--- src/design/olfp_pkg.sv ---
`timescale 1ns / 1ps
package olfp_pkg;

	localparam int unsigned DATA_W = 72;

	localparam logic [2:0] KIND_VITALS = 3'd0;
	localparam logic [2:0] KIND_PWM    = 3'd1;
	localparam logic [2:0] KIND_GAIN   = 3'd2;
	localparam logic [2:0] KIND_WAVE   = 3'd3;
	localparam logic [2:0] KIND_PASS   = 3'd4;

	localparam logic [1:0] REG_HEAD = 2'd0;
	localparam logic [1:0] REG_TAIL = 2'd1;
	localparam logic [1:0] REG_PLEN = 2'd2;

	localparam logic [7:0] CH_NL    = 8'h0A;
	localparam logic [7:0] CH_CR    = 8'h0D;
	localparam logic [7:0] CH_COMMA = 8'h2C;
	localparam logic [7:0] CH_P     = 8'h50;
	localparam logic [7:0] CH_G     = 8'h47;
	localparam logic [7:0] CH_ZERO  = 8'h30;
	localparam logic [7:0] CH_NINE  = 8'h39;
	localparam logic [7:0] CH_NUL   = 8'h00;

	localparam logic [13:0] WAVE_MAX = 14'd4095;
	localparam logic [3:0]  WAVE_LEN = 4'd9;

	typedef enum logic [1:0] {
		PH_HEAD,
		PH_LEN,
		PH_PAYLOAD,
		PH_TAIL
	} phase_t;

	typedef enum logic {
		ST_IDLE,
		ST_SCAN
	} state_t;

	// number field parser: prefix, comma, first number, comma, second number, done or fail
	typedef enum logic [2:0] {
		NP_LETTER,
		NP_COMMA,
		NP_A0,
		NP_A,
		NP_B0,
		NP_B,
		NP_DONE,
		NP_FAIL
	} np_state_t;

	typedef struct packed {
		logic        p_ok;
		logic        g_ok;
		logic        w_ok;
		logic [7:0]  p_a;
		logic [7:0]  p_b;
		logic [7:0]  g_a;
		logic [11:0] red;
		logic [11:0] ir;
	} chk_res_t;

	function automatic logic is_digit(input logic [7:0] c);
		return (c >= CH_ZERO) && (c <= CH_NINE);
	endfunction

	function automatic logic [7:0] acc8(input logic [7:0] v, input logic [7:0] c);
		logic [7:0] d;
		d = c - CH_ZERO;
		return (v << 3) + (v << 1) + d;
	endfunction

endpackage

--- src/design/olfp_line_mem.sv ---
`timescale 1ns / 1ps
module olfp_line_mem #(
	parameter int unsigned DEPTH = 30,
	parameter int unsigned AW    = 5
) (
	input  logic          clk,
	input  logic          wr_en,
	input  logic [AW-1:0] wr_addr,
	input  logic [7:0]    wr_data,
	input  logic          rd_en,
	input  logic [AW-1:0] rd_addr,
	output logic [7:0]    rd_data
);

	logic [7:0] mem [DEPTH];
	logic [7:0] rd_data_q;

	always_ff @(posedge clk) begin
		if (wr_en) begin
			mem[wr_addr] <= wr_data;
		end
		if (rd_en) begin
			rd_data_q <= mem[rd_addr];
		end
	end

	assign rd_data = rd_data_q;

endmodule

--- src/design/olfp_line_chk.sv ---
`timescale 1ns / 1ps
module olfp_line_chk #(
	parameter int unsigned LW = 5
) (
	input  logic              clk,
	input  logic              arst_n,
	input  logic              clear,
	input  logic              ch_valid,
	input  logic [7:0]        ch,
	output olfp_pkg::chk_res_t res
);

	olfp_pkg::np_state_t p_q, g_q, p_d, g_d;
	logic [7:0]  pa_q, pb_q, ga_q;
	logic [13:0] rv_q, iv_q;
	logic        w_q;
	logic [LW-1:0] pos_q;
	logic        dig;
	logic [13:0] dv;

	assign dig = olfp_pkg::is_digit(ch);
	assign dv  = {10'd0, ch[3:0] - olfp_pkg::CH_ZERO[3:0]};

	always_comb begin
		p_d = p_q;
		case (p_q)
			olfp_pkg::NP_LETTER: p_d = (ch == olfp_pkg::CH_P) ? olfp_pkg::NP_COMMA
				: olfp_pkg::NP_FAIL;
			olfp_pkg::NP_COMMA: p_d = (ch == olfp_pkg::CH_COMMA) ? olfp_pkg::NP_A0
				: olfp_pkg::NP_FAIL;
			olfp_pkg::NP_A0: p_d = dig ? olfp_pkg::NP_A : olfp_pkg::NP_FAIL;
			olfp_pkg::NP_A: p_d = dig ? olfp_pkg::NP_A
				: (ch == olfp_pkg::CH_COMMA) ? olfp_pkg::NP_B0 : olfp_pkg::NP_FAIL;
			olfp_pkg::NP_B0: p_d = dig ? olfp_pkg::NP_B : olfp_pkg::NP_FAIL;
			olfp_pkg::NP_B: p_d = dig ? olfp_pkg::NP_B : olfp_pkg::NP_DONE;
			olfp_pkg::NP_DONE: p_d = olfp_pkg::NP_DONE;
			default: p_d = olfp_pkg::NP_FAIL;
		endcase
	end

	always_comb begin
		g_d = g_q;
		case (g_q)
			olfp_pkg::NP_LETTER: g_d = (ch == olfp_pkg::CH_G) ? olfp_pkg::NP_COMMA
				: olfp_pkg::NP_FAIL;
			olfp_pkg::NP_COMMA: g_d = (ch == olfp_pkg::CH_COMMA) ? olfp_pkg::NP_A0
				: olfp_pkg::NP_FAIL;
			olfp_pkg::NP_A0: g_d = dig ? olfp_pkg::NP_A : olfp_pkg::NP_FAIL;
			olfp_pkg::NP_A: g_d = dig ? olfp_pkg::NP_A : olfp_pkg::NP_DONE;
			olfp_pkg::NP_DONE: g_d = olfp_pkg::NP_DONE;
			default: g_d = olfp_pkg::NP_FAIL;
		endcase
	end

	always_ff @(posedge clk or negedge arst_n) begin
		if (!arst_n) begin
			p_q   <= olfp_pkg::NP_LETTER;
			g_q   <= olfp_pkg::NP_LETTER;
			w_q   <= 1'b0;
			pos_q <= '0;
		end else if (clear) begin
			p_q   <= olfp_pkg::NP_LETTER;
			g_q   <= olfp_pkg::NP_LETTER;
			w_q   <= 1'b1;
			pos_q <= '0;
		end else if (ch_valid) begin
			p_q <= p_d;
			g_q <= g_d;
			if (pos_q < LW'(4) || (pos_q > LW'(4) && pos_q < LW'(olfp_pkg::WAVE_LEN))) begin
				if (!dig) w_q <= 1'b0;
			end else if (pos_q == LW'(4)) begin
				if (ch != olfp_pkg::CH_COMMA) w_q <= 1'b0;
			end else begin
				w_q <= 1'b0;
			end
			if (pos_q != '1) pos_q <= pos_q + LW'(1);
		end
	end

	always_ff @(posedge clk) begin
		if (clear) begin
			pa_q <= '0;
			pb_q <= '0;
			ga_q <= '0;
			rv_q <= '0;
			iv_q <= '0;
		end else if (ch_valid) begin
			if (dig && (p_q == olfp_pkg::NP_A0 || p_q == olfp_pkg::NP_A))
				pa_q <= olfp_pkg::acc8(pa_q, ch);
			if (dig && (p_q == olfp_pkg::NP_B0 || p_q == olfp_pkg::NP_B))
				pb_q <= olfp_pkg::acc8(pb_q, ch);
			if (dig && (g_q == olfp_pkg::NP_A0 || g_q == olfp_pkg::NP_A))
				ga_q <= olfp_pkg::acc8(ga_q, ch);
			if (pos_q < LW'(4))
				rv_q <= (rv_q << 3) + (rv_q << 1) + dv;
			else if (pos_q > LW'(4) && pos_q < LW'(olfp_pkg::WAVE_LEN))
				iv_q <= (iv_q << 3) + (iv_q << 1) + dv;
		end
	end

	always_comb begin
		res.p_ok = (p_q == olfp_pkg::NP_B) || (p_q == olfp_pkg::NP_DONE);
		res.g_ok = (g_q == olfp_pkg::NP_A) || (g_q == olfp_pkg::NP_DONE);
		res.w_ok = w_q && (pos_q == LW'(olfp_pkg::WAVE_LEN))
			&& (rv_q <= olfp_pkg::WAVE_MAX) && (iv_q <= olfp_pkg::WAVE_MAX);
		res.p_a  = pa_q;
		res.p_b  = pb_q;
		res.g_a  = ga_q;
		res.red  = rv_q[11:0];
		res.ir   = iv_q[11:0];
	end

endmodule

--- src/design/oximeter_link_frame_parser.sv ---
`timescale 1ns / 1ps
// Oximeter link frame parser.
// s_tvalid/s_tready/s_tdata take one received link byte per word (tdata = rx_byte).
// Bytes either build a binary frame (head, length, payload, tail) or a text line
// ended by newline. Results leave on m_*: m_tuser is the result kind, m_tlast marks
// the final result caused by the input word, m_tdata carries byte0..byte5, wave_red
// and wave_ir from the lowest bit up.
// cfg_valid/cfg_ready/cfg_index/cfg_data write head_byte (0), tail_byte (1) and
// payload_length (2); cfg_ready is always high. Write only while the block is idle.
// Timing: a frame result appears on m_* the cycle after the word that caused it.
// A newline scans the stored line out of the line memory, one character a cycle,
// until the line ends or a NUL character is read. The block works on one word at a
// time and takes the next word only once its results are delivered, so a stalled
// m_tready holds s_tready low.
// Reset restores the register defaults, empties the line and waits for a head
// byte; the memories are not cleared.
module oximeter_link_frame_parser #(
	parameter int unsigned LINE_CAPACITY = 30,
	parameter int unsigned MAX_PAYLOAD   = 6
) (
	input  logic        clk,
	input  logic        arst_n,
	input  logic        s_tvalid,
	output logic        s_tready,
	input  logic [7:0]  s_tdata,   // rx_byte
	output logic        m_tvalid,
	input  logic        m_tready,
	output logic [olfp_pkg::DATA_W-1:0] m_tdata, // byte0..byte5, wave_red, wave_ir
	output logic [2:0]  m_tuser,   // result_kind
	output logic        m_tlast,   // last_of_run
	input  logic        cfg_valid,
	output logic        cfg_ready,
	input  logic [1:0]  cfg_index,
	input  logic [7:0]  cfg_data
);

	localparam int unsigned LW  = $clog2(LINE_CAPACITY + 1);
	localparam int unsigned AW  = $clog2(LINE_CAPACITY);
	localparam int unsigned CW  = $clog2(MAX_PAYLOAD + 1);
	localparam int unsigned PIW = (MAX_PAYLOAD > 1) ? $clog2(MAX_PAYLOAD) : 1;

	logic [7:0] head_q, tail_q;
	logic [2:0] plen_q;

	olfp_pkg::phase_t phase_q;
	olfp_pkg::state_t state_q, state_d;
	logic [CW-1:0] cnt_q;
	logic [7:0]    pay_q [MAX_PAYLOAD];
	logic [LW-1:0] len_q, idx_q;
	logic          rd_vld_s1, stop_q;

	logic          mv_q, last_q, pend_q;
	logic [2:0]    kind_q;
	logic [olfp_pkg::DATA_W-1:0] data_q;
	logic [7:0]    pend_byte_q;

	logic          in_acc, out_acc, rd_en, scan_done, ch_valid, wr_en, clear;
	logic [7:0]    d, rdata;
	logic [CW-1:0] need, cnt_inc;
	logic [47:0]   vit;
	olfp_pkg::chk_res_t res;

	assign d         = s_tdata;
	assign cfg_ready = 1'b1;
	assign m_tvalid  = mv_q;
	assign m_tdata   = data_q;
	assign m_tuser   = kind_q;
	assign m_tlast   = last_q;
	assign in_acc    = s_tvalid && s_tready;
	assign out_acc   = mv_q && m_tready;

	always_ff @(posedge clk or negedge arst_n) begin
		if (!arst_n) begin
			head_q <= 8'd170;
			tail_q <= 8'd85;
			plen_q <= 3'd6;
		end else if (cfg_valid) begin
			case (cfg_index)
				olfp_pkg::REG_HEAD: head_q <= cfg_data;
				olfp_pkg::REG_TAIL: tail_q <= cfg_data;
				olfp_pkg::REG_PLEN: plen_q <= cfg_data[2:0];
				default: ;
			endcase
		end
	end

	always_comb begin
		state_d = state_q;
		case (state_q)
			olfp_pkg::ST_IDLE: begin
				if (in_acc && phase_q == olfp_pkg::PH_HEAD && d != head_q
					&& d == olfp_pkg::CH_NL) state_d = olfp_pkg::ST_SCAN;
			end
			olfp_pkg::ST_SCAN: begin
				if (scan_done) state_d = olfp_pkg::ST_IDLE;
			end
			default: state_d = olfp_pkg::ST_IDLE;
		endcase
	end

	always_comb begin
		s_tready  = (state_q == olfp_pkg::ST_IDLE) && !mv_q;
		scan_done = (state_q == olfp_pkg::ST_SCAN) && !rd_vld_s1
			&& (idx_q >= len_q || stop_q);
		rd_en     = (state_q == olfp_pkg::ST_SCAN) && idx_q < len_q && !stop_q;
		ch_valid  = rd_vld_s1 && !stop_q && rdata != olfp_pkg::CH_NUL;
		clear     = in_acc && state_d == olfp_pkg::ST_SCAN;
		wr_en     = in_acc && phase_q == olfp_pkg::PH_HEAD && d != head_q
			&& d != olfp_pkg::CH_NL && d != olfp_pkg::CH_CR
			&& len_q < LW'(LINE_CAPACITY);
	end

	olfp_line_mem #(.DEPTH(LINE_CAPACITY), .AW(AW)) u_mem (
		.clk     (clk),
		.wr_en   (wr_en),
		.wr_addr (len_q[AW-1:0]),
		.wr_data (d),
		.rd_en   (rd_en),
		.rd_addr (idx_q[AW-1:0]),
		.rd_data (rdata)
	);

	olfp_line_chk #(.LW(LW)) u_chk (
		.clk      (clk),
		.arst_n   (arst_n),
		.clear    (clear),
		.ch_valid (ch_valid),
		.ch       (rdata),
		.res      (res)
	);

	always_comb begin
		need = (plen_q == 3'd0) ? CW'(1) : CW'(plen_q);
		if (need > CW'(MAX_PAYLOAD)) need = CW'(MAX_PAYLOAD);
		cnt_inc = cnt_q + CW'(1);
	end

	for (genvar i = 0; i < 6; i++) begin : g_vit
		if (i < MAX_PAYLOAD) begin : g_on
			assign vit[i*8 +: 8] = pay_q[i];
		end else begin : g_off
			assign vit[i*8 +: 8] = 8'd0;
		end
	end

	always_ff @(posedge clk) begin
		if (in_acc && phase_q == olfp_pkg::PH_PAYLOAD && cnt_q < CW'(MAX_PAYLOAD))
			pay_q[cnt_q[PIW-1:0]] <= d;
	end

	always_ff @(posedge clk or negedge arst_n) begin
		if (!arst_n) begin
			state_q   <= olfp_pkg::ST_IDLE;
			phase_q   <= olfp_pkg::PH_HEAD;
			cnt_q     <= '0;
			len_q     <= '0;
			idx_q     <= '0;
			rd_vld_s1 <= 1'b0;
			stop_q    <= 1'b0;
			mv_q      <= 1'b0;
			pend_q    <= 1'b0;
		end else begin
			state_q   <= state_d;
			rd_vld_s1 <= rd_en;
			if (rd_en) idx_q <= idx_q + LW'(1);
			if (rd_vld_s1 && rdata == olfp_pkg::CH_NUL) stop_q <= 1'b1;
			if (clear) begin
				idx_q  <= '0;
				stop_q <= 1'b0;
			end
			if (scan_done) begin
				len_q <= '0;
				mv_q  <= res.p_ok || res.g_ok || res.w_ok;
			end
			if (wr_en) len_q <= len_q + LW'(1);
			if (out_acc) begin
				mv_q   <= pend_q;
				pend_q <= 1'b0;
			end
			if (in_acc) begin
				case (phase_q)
					olfp_pkg::PH_HEAD: begin
						if (d == head_q) phase_q <= olfp_pkg::PH_LEN;
					end
					olfp_pkg::PH_LEN: begin
						if (d == {5'd0, plen_q}) begin
							cnt_q   <= '0;
							phase_q <= olfp_pkg::PH_PAYLOAD;
						end else if (d != head_q) begin
							mv_q    <= 1'b1;
							pend_q  <= 1'b1;
							phase_q <= olfp_pkg::PH_HEAD;
						end
					end
					olfp_pkg::PH_PAYLOAD: begin
						cnt_q <= cnt_inc;
						if (cnt_inc >= need) phase_q <= olfp_pkg::PH_TAIL;
					end
					default: begin
						if (d == tail_q) begin
							mv_q    <= 1'b1;
							phase_q <= olfp_pkg::PH_HEAD;
						end else if (d == head_q) begin
							phase_q <= olfp_pkg::PH_LEN;
						end else begin
							phase_q <= olfp_pkg::PH_HEAD;
						end
					end
				endcase
			end
		end
	end

	// result payload; second passthrough word waits in pend_byte_q
	always_ff @(posedge clk) begin
		if (out_acc && pend_q) begin
			data_q <= {64'd0, pend_byte_q};
			kind_q <= olfp_pkg::KIND_PASS;
			last_q <= 1'b1;
		end
		if (scan_done) begin
			last_q <= 1'b1;
			if (res.p_ok) begin
				kind_q <= olfp_pkg::KIND_PWM;
				data_q <= {56'd0, res.p_b, res.p_a};
			end else if (res.g_ok) begin
				kind_q <= olfp_pkg::KIND_GAIN;
				data_q <= {64'd0, res.g_a};
			end else begin
				kind_q <= olfp_pkg::KIND_WAVE;
				data_q <= {res.ir, res.red, 48'd0};
			end
		end
		if (in_acc && phase_q == olfp_pkg::PH_LEN) begin
			data_q      <= {64'd0, head_q};
			kind_q      <= olfp_pkg::KIND_PASS;
			last_q      <= 1'b0;
			pend_byte_q <= d;
		end
		if (in_acc && phase_q == olfp_pkg::PH_TAIL) begin
			data_q <= {24'd0, vit};
			kind_q <= olfp_pkg::KIND_VITALS;
			last_q <= 1'b1;
		end
	end

endmodule
--- config.mk ---
export PLATFORM = sky130hd
export DESIGN_NAME = oximeter_link_frame_parser
export DESIGN_NICKNAME = d
export VERILOG_FILES = /design/src/design/olfp_pkg.sv /design/src/design/olfp_line_mem.sv /design/src/design/olfp_line_chk.sv /design/src/design/oximeter_link_frame_parser.sv
export SDC_FILE = /design/constraint.sdc
export NUM_CORES = 1
export LEC_CHECK = 0
export BUFFER_PORTS_ARGS = -buffer_cell sky130_fd_sc_hd__buf_4
export CORE_AREA = 2 2 162 282
export CTS_CLUSTER_DIAMETER = 100
export DETAILED_ROUTE_END_ITERATION = 8
export DIE_AREA = 0 0 164 284
export MAX_ROUTING_LAYER = met4
export PLACE_DENSITY = 0.71
export SYNTH_ARGS = -nofsm -noshare
export SYNTH_HDL_FRONTEND = slang
export SYNTH_SLANG_ARGS = --single-unit
export TNS_END_PERCENT = 10
--- constraint.sdc ---
create_clock -name clk -period 3.5 [get_ports clk]
set_input_delay 0.7 -clock clk [delete_from_list [all_inputs] [get_ports clk]]
set_output_delay 0.7 -clock clk [all_outputs]
set_load 0.005 [all_outputs]
## Word-level counts from Yosys, hierarchy flattened

Memories as Yosys holds them, arrays and structs flattened. A register that Yosys moved wholly into a read port is not among the register bits.
Cells that the tools add are included.

- $add $sub $neg: 15
- $lt $le $gt $ge: 13
- Equality and inequality tests: 35
- Multiplexer cells: 74
- Bitwise gates (word level): 2
- Reductions and logical operators: 72

Operators with widths:

| cell | count |
|---|---|
| 2-to-1 mux 72 bit | 4 |
| 2-to-1 mux 48 bit | 2 |
| adder 8 bit | 6 |
| 2-to-1 mux 3 bit | 16 |
| 2-to-1 mux 5 bit | 7 |
| 2-to-1 mux 1 bit | 31 |
| logical AND 1 bit | 30 |
| adder 14 bit | 2 |
| adder 14 x 4 -> 14 bit | 2 |
| <= comparator 14 x 12 -> 1 bit (second input constant) | 2 |
| case mux 3 bit (7 select lines) | 1 |
| equality test 8 x 7 -> 1 bit (second input constant) | 2 |
| equality test 8 bit | 2 |
| 2-to-1 mux 2 bit | 8 |
| != test 8 x 4 -> 1 bit (second input constant) | 2 |
| AND reduction 2 bit | 8 |
| adder 5 x 1 -> 5 bit (second input constant) | 3 |
| case mux 3 bit (5 select lines) | 1 |
| nonzero test 2 bit | 7 |
| equality test 3 x 2 -> 1 bit (second input constant) | 4 |
| equality test 3 bit (second input constant) | 4 |
| logical NOT 3 bit | 3 |
| logical OR 1 bit | 9 |
| AND reduction 3 bit | 3 |
| 40 further kinds | 52 |

- Bits in registers: 187
- Memory bits (writable): 288
- Bits of input ports: 23
- Output and inout port bits: 79
- Memories: 2

Memories:

| memory | depth | bits a word | read ports | clocked after memory_dff | write ports | line | text |
|---|---|---|---|---|---|---|---|
| u_mem.mem | 30 | 8 | 1 | 1 | 1 | olfp_line_mem.sv:15 | `logic [7:0] mem [DEPTH];` |
| pay_q | 6 | 8 | 6 | 0 | 1 | oximeter_link_frame_parser.sv:48 | `logic [7:0] pay_q [MAX_PAYLOAD];` |

## Longest topological paths before layout

Gate-level depths: netlist (run 1).

- Depth in word-level cells: 11
- Mapped depth: 12
- Gate-level depth less buffers: 12

## Modules after synthesis

Synthesis (run 1) repeated with hierarchy kept, for this count alone.

- Cells, all modules: 1643
- Area, all modules: 22252.6 sq um

Modules (own cells, without submodules):

| module | instances | cells each | area an instance (sq um) |
|---|---|---|---|
| olfp_line_mem | 1 | 530 | 9872.0 |
| oximeter_link_frame_parser | 1 | 504 | 6979.2 |
| olfp_line_chk | 1 | 609 | 5401.4 |

## Worst setup path before layout (run 1)

Ideal clock, no wire load.

- Path kind: flip-flop to flip-flop
- Start: register idx_q[0]
- End: register data_q, in the netlist m_tdata[0], enable pin
- Library setup time: 0.473 ns
- Arrival: 3.345 ns
- Data required time: 3.027 ns
- Path slack: -0.317 ns
- Stages on the path, launching flop included: 13
- Period minus slack after synthesis: 3.817 ns
- Cells stage by stage: dfrtp_1 -> buf_2 -> buf_2 -> buf_2 -> inv_1 -> ha_1 -> nand4_1 -> nand2_1 -> nor3_1 -> nor2_1 -> nor3_1 -> clkbuf_1 -> inv_1

- Cells in the longest elaborated chain, start to end: 4

Ends and longest elaborated chain:

| item | line | text |
|---|---|---|
| start: declaration | oximeter_link_frame_parser.sv:49 | `logic [LW-1:0] len_q, idx_q;` |
| start signal: assignment | oximeter_link_frame_parser.sv:165 | `if (rd_en) idx_q <= idx_q + LW'(1);` |
| >= comparator 5 bit | oximeter_link_frame_parser.sv:104 | `&& (idx_q >= len_q \|\| stop_q);` |
| logical OR 1 bit | oximeter_link_frame_parser.sv:104 |  |
| logical AND 1 bit | oximeter_link_frame_parser.sv:104 |  |
| nonzero test 4 bit (no line) | - |  |
| end signal: assignment | oximeter_link_frame_parser.sv:217 | `data_q <= {64'd0, pend_byte_q};` |
| end signal: assignment | oximeter_link_frame_parser.sv:225 | `data_q <= {56'd0, res.p_b, res.p_a};` |
| end signal: assignment | oximeter_link_frame_parser.sv:228 | `data_q <= {64'd0, res.g_a};` |
| end: declaration | oximeter_link_frame_parser.sv:54 | `logic [olfp_pkg::DATA_W-1:0] data_q;` |

Every way passes these cells.
A chain may end at the register's enable or synchronous reset.

## Worst setup path in the final report (run 1)

- Start: register u_mem.rd_data_q[3], in the netlist u_mem.rd_data[3], read port of u_mem.mem
- End: register u_chk.rv_q[13]

- Cells in the longest elaborated chain, start to end: 3

Ends and longest elaborated chain:

| item | line | text |
|---|---|---|
| start: declaration | olfp_line_mem.sv:16 | `logic [7:0] rd_data_q;` |
| parallel branches: the longest is 3 deep, another holds adder 14 x 4 -> 14 bit | - |  |
| end signal: assignment | olfp_line_chk.sv:95 | `rv_q <= (rv_q << 3) + (rv_q << 1) + dv;` |
| end: declaration | olfp_line_chk.sv:15 | `logic [13:0] rv_q, iv_q;` |

Parallel ways; which one is timed is not known.

==> metrics.yaml, run 1 <==
status: "completed"
combPwrFrac_pct: 22.8
synth_area_leaders: "edfxtp_1 49%, mux4_2 7.6%, dfxtp_1 7.5%"
cts_inserted_buffers: 43
drv_slew: 0
clk_latency_ns: 0.55
hold_path.class: "primary input to async pin"
slew_headroom_pct: 32.0
power.switching_mw: 4.29
seqPwrFrac_pct: 46.2
cts_buffer_depth: 3
worstReg2RegStart: "u_mem.rd_data[3]"
required_ns: 3.96
synth_top_family_by_area: "multiplexers"
ys_seq_area_share_pct: 62.7
grt_pass1_wl_mm: 76.7
max_freq_mhz: 329
syn_area_per_cell_um2: 14.8
grt_pass1_vias: 13200
place_ws_ns: 0.227
rsz0062_at_grt: "false"
drt_iter0_drc: 1056
fin_area_um2: 24700
synth.distinct_cells: 66
grt_util_met2_pct: 43.0
postCtsHoldBufs: 0
gp_congestion: 0.891
max-cap-violations: 0
synthesis.area_um2: 21500
multiInputGateArea_um2: 7550
grt_util_met3_pct: 2.69
tightestPinTransition_ns: 1.02
ios: 102
drt_wl_total_mm: 50.6
grt_overflow: 0
clkSlewWorstSetupHoldPaths_ns: 0.07
ctsResizeCount: 0
power.share.switching_pct: 27.6
r2r_slack_ns: 0.46
core_um2: 44300
dp_hpwl_mm: 35.9
criticalPathCategory: "flop to flop"
power_density_nw_per_um2: 627
ant_nets: 0
dieArea_um2: 46600
synthCells: 1450
setup_tns_ns: 0
wl_per_cell_um: 22.9
p_int_mw: 11.2
ir_drop_mv: 0.453
nNetsFinal: 1737
placed_area_um2: 23300
synth_top_area_share_pct: 49.2
synth_fp_nets: 1579
numPortBuffers: 100
cts_htree_levels: 2
num_vias: 12600
r2r_end: "u_chk.rv_q[13]"
drc: 0
post_drt_via_cell_ratio: 5.70
syn2layout_area_growth_pct: 15.1
synthMuxAreaShare_pct: 11.5
drive_gt1_share_pct: 23.3
setup.worst_path.end_class: "flop"
die_w_um: 164
yosys.area_share.simple_pct: 7.24
power.total_mw: 15.5
n_antenna_cell: 0
cts_setup_buffers: 0
ys_seq_elements: 483
synth.largest_area_cell: "edfxtp_1"
r2r_cells: 8
path_max_fanout: 4
setup_violations: 0
async_flop_share_pct: 10.6
busiest_layer: "met2"
track_usage_pct: 22.6
finalCritPeriodShare_pct: 86.8
finalCriticalPeriod_ns: 3.04
dr.pass1.iters: 4
grt_max_degree: 67
gr-usage-met1_pct: 22.8
worst_slack_ns: 0.460
register_area_um2: 13500
synth-adder-area-share_pct: 6.89
cp.arrival_ns: 3.50
start_util_pct: 48.5
synthXorXnorAreaFrac_pct: 2.86
num_rows: 102
hold_violations: 0
synth-main-ff-cell: "edfxtp_1"
ys_warn_count: 0
cp-start-kind: "flop"
leakagePower_nw: 9.37
antenna_found_initial: 0
root_buffer: "clkbuf_16"
clock_skew_ns: 0.0209
synth_enable_flop_cells: 352
cts_sinks: 483
p_clk_share_pct: 31.0
cts_tree: "done"
whs_ns: 0.193
fill_cells: 3464
synth-compound-area-share_pct: 6.48
fp.dieH_um: 284
==> cell usage after synthesis, types with 19 or more instances <==
master	n
inv_1	55
a22o_1	41
fa_1	19
a21oi_1	59
dfrtp_1	41
ha_1	87
mux2i_1	41
and3_1	39
mux4_2	72
o21ai_0	23
clkbuf_1	40
nand2_1	57
dfxtp_1	80
edfxtp_1	352
xnor2_1	58
mux2_2	39
nor2_1	124
a211oi_1	23
==> registers in the layout (all words and copies together), names as in the netlist, 14 cells and up <==
name        cells
pay_q          48
m_tdata        72
u_chk.iv_q     14
u_mem.mem     240
u_chk.rv_q     14
==> metrics by stage <==
step | utilization (%) | std cells
floorplan | - | 1450
global placement | 52.6 | 2135
detailed placement | 52.6 | 2135
CTS | 55.8 | 2213
global route | 55.8 | 2213
finish | 55.8 | 2213
==> worst max-delay path: stages, from the launching register on <==
cell      delay [ns]
edfxtp_1        0.58
fa_1            0.59
ha_1            0.34
a211oi_1        0.35
o21ai_0         0.15
a31oi_1         0.23
o31ai_1         0.13
or4_1           0.48
o211ai_1        0.10
==> logic make-up after synthesis <==
group,count (synthesis)
simple gates,317
flops,483
fa+ha+maj,107
other cells,1
mux,152
xor+xnor,70
compound gates,202
buf+inv,118
==> layout make-up <==
class | count | area share (%)
clock inverters | 34 | 1.37
clock buffers | 44 | 4.41
repair buffers | 176 | 5.45
flip-flops and latches | 483 | 54.5
multi-input cells | 849 | 30.6
well taps | 572 | 2.90
inverters | 55 | 0.850
==> power groups by stage <==
stage,clock network (mW),registers (mW),logic (mW)
3_5_place_dp,0,7.29,3.56
2_1_floorplan,0,7.19,2.25
6_report,4.81,7.17,3.53
4_1_cts,4.91,7.17,3.58
5_1_grt,5.12,7.23,3.89
3_3_place_gp,0,7.27,3.49
==> cells in the final DEF, fill, tap and decap left out, types with 43 or more instances in the layout <==
| cell type | synthesis | final |
|---|---|---|
| mux4_2 | 72 | 72 |
| buf_4 | 1 | 174 |
| nor2_1 | 124 | 122 |
| nand2_1 | 57 | 57 |
| a21oi_1 | 59 | 59 |
| edfxtp_1 | 352 | 352 |
| dfxtp_1 | 80 | 80 |
| xnor2_1 | 58 | 58 |
| clkbuf_16 | 0 | 43 |
| inv_1 | 55 | 54 |
| ha_1 | 87 | 87 |
==> layer usage <==
layer / wire length [um] / share of wire, % / up-vias
met3: 1750 / 3.5 / 105
met1: 17900 / 35 / 6404
met5: 0 / 0 / -
met4: 2250 / 4.4 / 0
li1: - / - / 5817
met2: 28700 / 57 / 295
==> worst max-delay path by stage <==
stage,cells past startpoint,slack (ns),endpoint,start
global route,8,0.25,u_chk.rv_q[13],u_mem.rd_data[3]
CTS,8,0.46,u_chk.rv_q[13],u_mem.rd_data[3]
global placement,8,0.30,u_mem.mem[4][3],s_tvalid
floorplan,12,0.03,m_tdata[0],idx_q[0]
detailed placement,8,0.23,u_mem.mem[28][1],s_tvalid
finish,8,0.46,u_chk.rv_q[13],u_mem.rd_data[3]
No activity file was read; power rests on OpenSTA's default activity.
==> run 2, diff against run 1 <==
--- a/config.mk
+++ b/config.mk
@@ -6,12 +6,14 @@
 export NUM_CORES = 1
 export LEC_CHECK = 0
 export BUFFER_PORTS_ARGS = -buffer_cell sky130_fd_sc_hd__buf_4
-export CORE_AREA = 2 2 162 282
+export CELL_PAD_IN_SITES_DETAIL_PLACEMENT = 2
+export CELL_PAD_IN_SITES_GLOBAL_PLACEMENT = 2
+export CORE_AREA = 2 2 176 308
 export CTS_CLUSTER_DIAMETER = 100
 export DETAILED_ROUTE_END_ITERATION = 8
-export DIE_AREA = 0 0 164 284
+export DIE_AREA = 0 0 178 310
 export MAX_ROUTING_LAYER = met4
-export PLACE_DENSITY = 0.71
+export PLACE_DENSITY = 0.79
 export SYNTH_ARGS = -nofsm -noshare
 export SYNTH_HDL_FRONTEND = slang
 export SYNTH_SLANG_ARGS = --single-unit
==> run 2 against run 1 <==
First-iteration DRC count fell by 12%. Wire length up 29%. Sequential power is 1% higher. Via count up 5.3%. Final cell count rose by 5.5%. Critical path depth rose by 1. Global-route usage rose by 2.4 points. Power increased by 5.0%. Register-to-register slack got worse by 0.18 ns. Sequential share of layout area is 0.68 points lower. Combinational power grew 8.2%. Cell area grew 1.3%.
==> metrics.yaml, run 2 (same netlist as run 1, synthesis figures left out) <==
power.total_mw: 16.3
cts_buffer_depth: 3
gp_congestion: 0.824
root_buffer: "clkbuf_16"
power_density_nw_per_um2: 651
cp_top_family: "simple AND/OR/NAND/NOR gates"
cp-start-kind: "flop"
required_ns: 3.93
max-cap-violations: 0
critical_path_buf_inv_count: 2
hold_violations: 0
clk_latency_ns: 0.60
placed_area_um2: 23500
final_common_cell: "edfxtp_1"
ios: 102
drt_iter0_drc: 925
clkSlewWorstSetupHoldPaths_ns: 0.08
finalCriticalPeriod_ns: 3.22
clock_skew_ns: 0.0420
num_vias: 13300
antenna_found_initial: 4
numPortBuffers: 100
die_w_um: 178
core_um2: 52800
setup.worst_path.end_class: "flop"
grt_overflow: 0
layout_common_cells: "352 x edfxtp_1, 174 x buf_4, 122 x nor2_1, 87 x ha_1, 80 x dfxtp_1"
max_stage_delay_ns: 0.58
rsz0062_at_grt: "false"
drive_gt1_share_pct: 24.1
max_freq_mhz: 310
crit_chain: "inv_1 -> ha_1 -> o21ai_0 -> a21oi_1 -> nor3_2 -> nor2_2 -> buf_4 -> and3_1 -> a22o_1"
hold_path.class: "primary input to async pin"
ir_drop_mv: 0.467
cts_tree: "done"
drv_slew: 0
finalCritPeriodShare_pct: 92.1
cts_sinks: 483
ctsResizeCount: 0
slew_headroom_pct: 27.1
fp.dieH_um: 310
dp.cells: 2248
drc: 0
instances_no_fill: 2335
grt_pass1_wl_mm: 97.9
setup_violations: 0
wl_per_cell_um: 27.9
start_util_pct: 40.6
tightestPinTransition_ns: 1.09
largest-register: "u_mem.mem"
post_drt_via_cell_ratio: 5.69
ant_nets: 0
cts_setup_buffers: 0
dr.pass1.iters: 5
path_max_fanout: 21
postCtsHoldBufs: 0
dp_hpwl_mm: 46.3
cp_num_cells: 9
cp.arrival_ns: 3.65
grt_max_degree: 67
grt_pass1_vias: 15000
setup_tns_ns: 0
largest_reg_flops: 240
track_usage_pct: 25.0
leakagePower_nw: 9.44
status: "completed"
syn2layout_area_growth_pct: 16.6
dieArea_um2: 55200
drt_wl_total_mm: 65.2
cts_htree_levels: 2
num_rows: 112
fin_area_um2: 25000
r2r_cells: 9
criticalPathCategory: "flop to flop"
cts_inserted_buffers: 45
nNetsFinal: 1740
slowest_stage: "dfrtp_1"
[run 2: cell count changes in the layout (fill, tap and decap cells not counted), moves of 3 or more]
cell       change
clkbuf_16      +4
clkbuf_1       +5
diode_2        +3
clkinv_1      -10
clkbuf_8       +5
[run 2: final timing paths]
| path | startpoint | to | slack (ns) |
|---|---|---|---|
| max | len_q[3] | m_tdata[10] | 0.28 |
| min | arst_n | u_chk.p_q[1] | 0.16 |
| min reg2reg | m_tdata[54] | m_tdata[54] | 0.48 |
| max in group asynchronous | arst_n | phase_q[1] | 2.79 |
| min in group clk | cfg_data[6] | tail_q[6] | 0.38 |
| max reg2reg | len_q[3] | m_tdata[10] | 0.28 |
[run 2: power breakdown]
group          switching (mW)  internal [mW]  leakage [nW]
logic                    2.08           1.74          4.28
clock network            2.30           2.92         0.761
registers               0.454           6.79          4.40
total                    4.84           11.5          9.44
[run 2: area by class of cell]
| cell class | instances | area [um^2] |
|---|---|---|
| Antenna cell | 3 | 7.51 |
| Clock buffer | 58 | 1280 |
| Clock inverter | 26 | 290 |
| Fill cell | 4942 | 27800 |
| Inverter | 55 | 210 |
| Multi-Input combinational cell | 849 | 7560 |
| Sequential cell | 483 | 13500 |
| Tap cell | 684 | 856 |
| Timing Repair Buffer | 177 | 1370 |
[run 2: routing by layer]
metal  up-vias  routed length, um  track usage [%]
met5         -                  0                -
met4         0               4110             13.2
li1       5828                  -                -
met3       185               2600             3.23
met1      6900              22400             25.4
met2       382              36100             46.2
[run 2: metrics by stage]
| stage | hold slack, ns | util [%] | worst slack, ns |
|---|---|---|---|
| 6_report | 0.162 | 47.4 | 0.277 |
| 5_1_grt | 0.203 | 47.4 | 0.146 |
| 4_1_cts | 0.167 | 47.4 | 0.194 |
| 3_5_place_dp | 0.470 | 44.4 | 0.362 |
| 3_3_place_gp | 0.463 | 44.4 | 0.472 |
| 2_1_floorplan | 0.404 | - | 0.0324 |
==> run 3, diff against run 2 <==
--- a/config.mk
+++ b/config.mk
@@ -5,15 +5,16 @@
 export SDC_FILE = /design/constraint.sdc
 export NUM_CORES = 1
 export LEC_CHECK = 0
+export ABC_AREA = 1
 export BUFFER_PORTS_ARGS = -buffer_cell sky130_fd_sc_hd__buf_4
 export CELL_PAD_IN_SITES_DETAIL_PLACEMENT = 2
 export CELL_PAD_IN_SITES_GLOBAL_PLACEMENT = 2
-export CORE_AREA = 2 2 176 308
+export CORE_AREA = 2 2 195 340
 export CTS_CLUSTER_DIAMETER = 100
 export DETAILED_ROUTE_END_ITERATION = 8
-export DIE_AREA = 0 0 178 310
+export DIE_AREA = 0 0 197 342
 export MAX_ROUTING_LAYER = met4
-export PLACE_DENSITY = 0.79
+export PLACE_DENSITY = 0.78
 export SYNTH_ARGS = -nofsm -noshare
 export SYNTH_HDL_FRONTEND = slang
 export SYNTH_SLANG_ARGS = --single-unit
==> run 3 against run 2 <==
Synthesized cell count rose by 64%. Sequential power down 3%. Cell area grew 5.8%. Register-to-register slack better by 0.21 ns. Clock power rose by 5.0%. Power up 1.6%. Critical endpoint is now m_tdata[27].
==> metrics.yaml, run 3 <==
status: "completed"
tightestPinTransition_ns: 1.26
max-cap-violations: 0
r2r_slack_ns: 0.48
dp_hpwl_mm: 56.6
antenna_found_initial: 0
r2r_cells: 10
drc: 0
async_flop_share_pct: 10.6
numPortBuffers: 100
final_common_cell: "nand2_1"
cts_htree_levels: 2
path_max_fanout: 48
synth_top_area_share_pct: 45.8
criticalPathCategory: "flop to flop"
synth.most_common_cell: "nand2_1"
postCtsHoldBufs: 0
fin_area_um2: 26500
gp_congestion: 0.897
placed_area_um2: 24800
ys_warn_count: 0
cp.arrival_ns: 3.24
largest-register: "u_mem.mem"
num_rows: 124
ctsResizeCount: 0
cts_buffer_depth: 3
root_buffer: "clkbuf_16"
synth_fp_nets: 2501
ant_nets: 0
core_um2: 64900
dr.pass1.iters: 4
wl_per_cell_um: 23.6
clkSlewWorstSetupHoldPaths_ns: 0.07
grt_max_degree: 127
synth_top_family_by_area: "simple AND/OR/NAND/NOR gates"
synth-main-ff-cell: "edfxtp_1"
layout_common_cells: "499 x nand2_1, 352 x edfxtp_1, 321 x nor2_1, 238 x inv_1, 196 x o21ai_0"
synth_top_cells_by_count: "499 x nand2_1, 352 x edfxtp_1, 321 x nor2_1"
synthCells: 2372
instances_no_fill: 3355
max_freq_mhz: 332
leakagePower_nw: 11.1
finalCritPeriodShare_pct: 86.2
setup_violations: 0
start_util_pct: 35.6
slowest_stage: "inv_2"
track_usage_pct: 24.6
place_ws_ns: 0.424
synthesis.area_um2: 23100
synth-compound-area-share_pct: 8.06
cts_tree: "done"
nNetsFinal: 2625
drive_gt1_share_pct: 12.3
post_drt_via_cell_ratio: 5.29
r2r_end: "m_tdata[27]"
dieArea_um2: 67400
grt_pass1_vias: 20300
num_vias: 17700
setup.worst_path.end_class: "flop"
hold_violations: 0
slew_headroom_pct: 16.1
rsz0062_at_grt: "false"
ir_drop_mv: 0.483
fp.dieH_um: 342
setup_tns_ns: 0
synth.distinct_cells: 54
drt_iter0_drc: 775
yosys.area_share.simple_pct: 19.5
power_density_nw_per_um2: 625
dp.cells: 3264
synth_enable_flop_cells: 352
synthXorXnorAreaFrac_pct: 1.33
max_stage_delay_ns: 0.87
synth.largest_area_cell: "edfxtp_1"
synth-adder-area-share_pct: 6.37
crit_chain: "inv_1 -> ha_1 -> nand2_1 -> inv_2 -> nand4_1 -> nand3_4 -> nand2_4 -> nand2_4 -> nor2_8 -> inv_2"
worstReg2RegStart: "len_q[3]"
finalCriticalPeriod_ns: 3.02
clk_latency_ns: 0.62
cts_sinks: 483
n_antenna_cell: 0
worst_slack_ns: 0.484
die_w_um: 197
synthMuxAreaShare_pct: 0
drt_wl_total_mm: 79.1
largest_reg_flops: 240
cp-start-kind: "flop"
cts_inserted_buffers: 49
syn_area_per_cell_um2: 9.73
syn2layout_area_growth_pct: 14.8
whs_ns: 0.154
fill_cells: 6989
ys_seq_area_share_pct: 58.3
cts_setup_buffers: 0
grt_pass1_wl_mm: 121
grt_overflow: 0
clock_skew_ns: 0.0198
drv_slew: 0
ys_seq_elements: 483
ios: 102
hold_path.class: "primary input to async pin"
required_ns: 3.73
synth_area_leaders: "edfxtp_1 46%, nand2_1 8.1%, dfxtp_1 6.9%"
-- run 3: cell count changes after synthesis, moves of 72 or more --
cell,previous run,this run
o21ai_0,23,196
mux4_2,72,0
nand3_1,14,136
nor2_1,124,321
nand2_1,57,499
inv_1,55,239
-- run 3: layout make-up --
cell class,count,area (um^2),area share [%]
repair buffers,156,1220,4.61
multi-input cells,1545,8150,30.7
clock inverters,25,295,1.11
well taps,819,1020,3.87
inverters,261,987,3.73
flip-flops and latches,483,13500,50.8
clock buffers,66,1350,5.11
-- run 3: how the worst max path moves through the flow --
stage / cells after the start / to / startpoint / slack, ns
global placement: 10 / u_mem.mem[12][2] / s_tdata[2] / 0.61
finish: 10 / m_tdata[27] / len_q[3] / 0.48
floorplan: 15 / m_tdata[0] / idx_q[0] / 0.23
detailed placement: 10 / u_mem.mem[12][1] / s_tdata[0] / 0.42
global route: 10 / m_tdata[33] / len_q[3] / 0.20
CTS: 10 / m_tdata[27] / len_q[3] / 0.44
-- run 3: where the power goes --
group          internal, mW  switching, mW
Clock                  3.11           2.38
Sequential             6.69          0.361
Combinational          1.18           2.84
Total                  11.0           5.58
-- run 3: per-layer routing --
layer  wire length, um  track usage, %  vias up
met5                 0               -        -
met4              3840            11.2        0
met3              2280            2.80      187
met2             44900            47.8      328
met1             28000            24.0     9065
li1                  -               -     8152
-- run 3: cell families (layout without fill, tap and decap cells) --
family	Yosys count	count (layout)
compound gates	348	348
flops	483	483
other cells	1	1
xor+xnor	35	35
simple gates	1055	1055
buf+inv	344	508
fa+ha+maj	106	106
-- run 3: through the flow --
stage,util [%],power [mW]
6_report,40.9,16.6
3_5_place_dp,38.3,11.2
4_1_cts,40.9,16.7
3_3_place_gp,38.3,11.0
5_1_grt,40.9,17.3
2_1_floorplan,-,9.34
-- run 3: critical path: cells and delay by family (launching register included) --
family / cells / cell delay [ns]
buffers and inverters: 3 / 1.09
and+or+nand+nor: 6 / 0.64
DFF: 1 / 0.49
adders and majority gates: 1 / 0.33
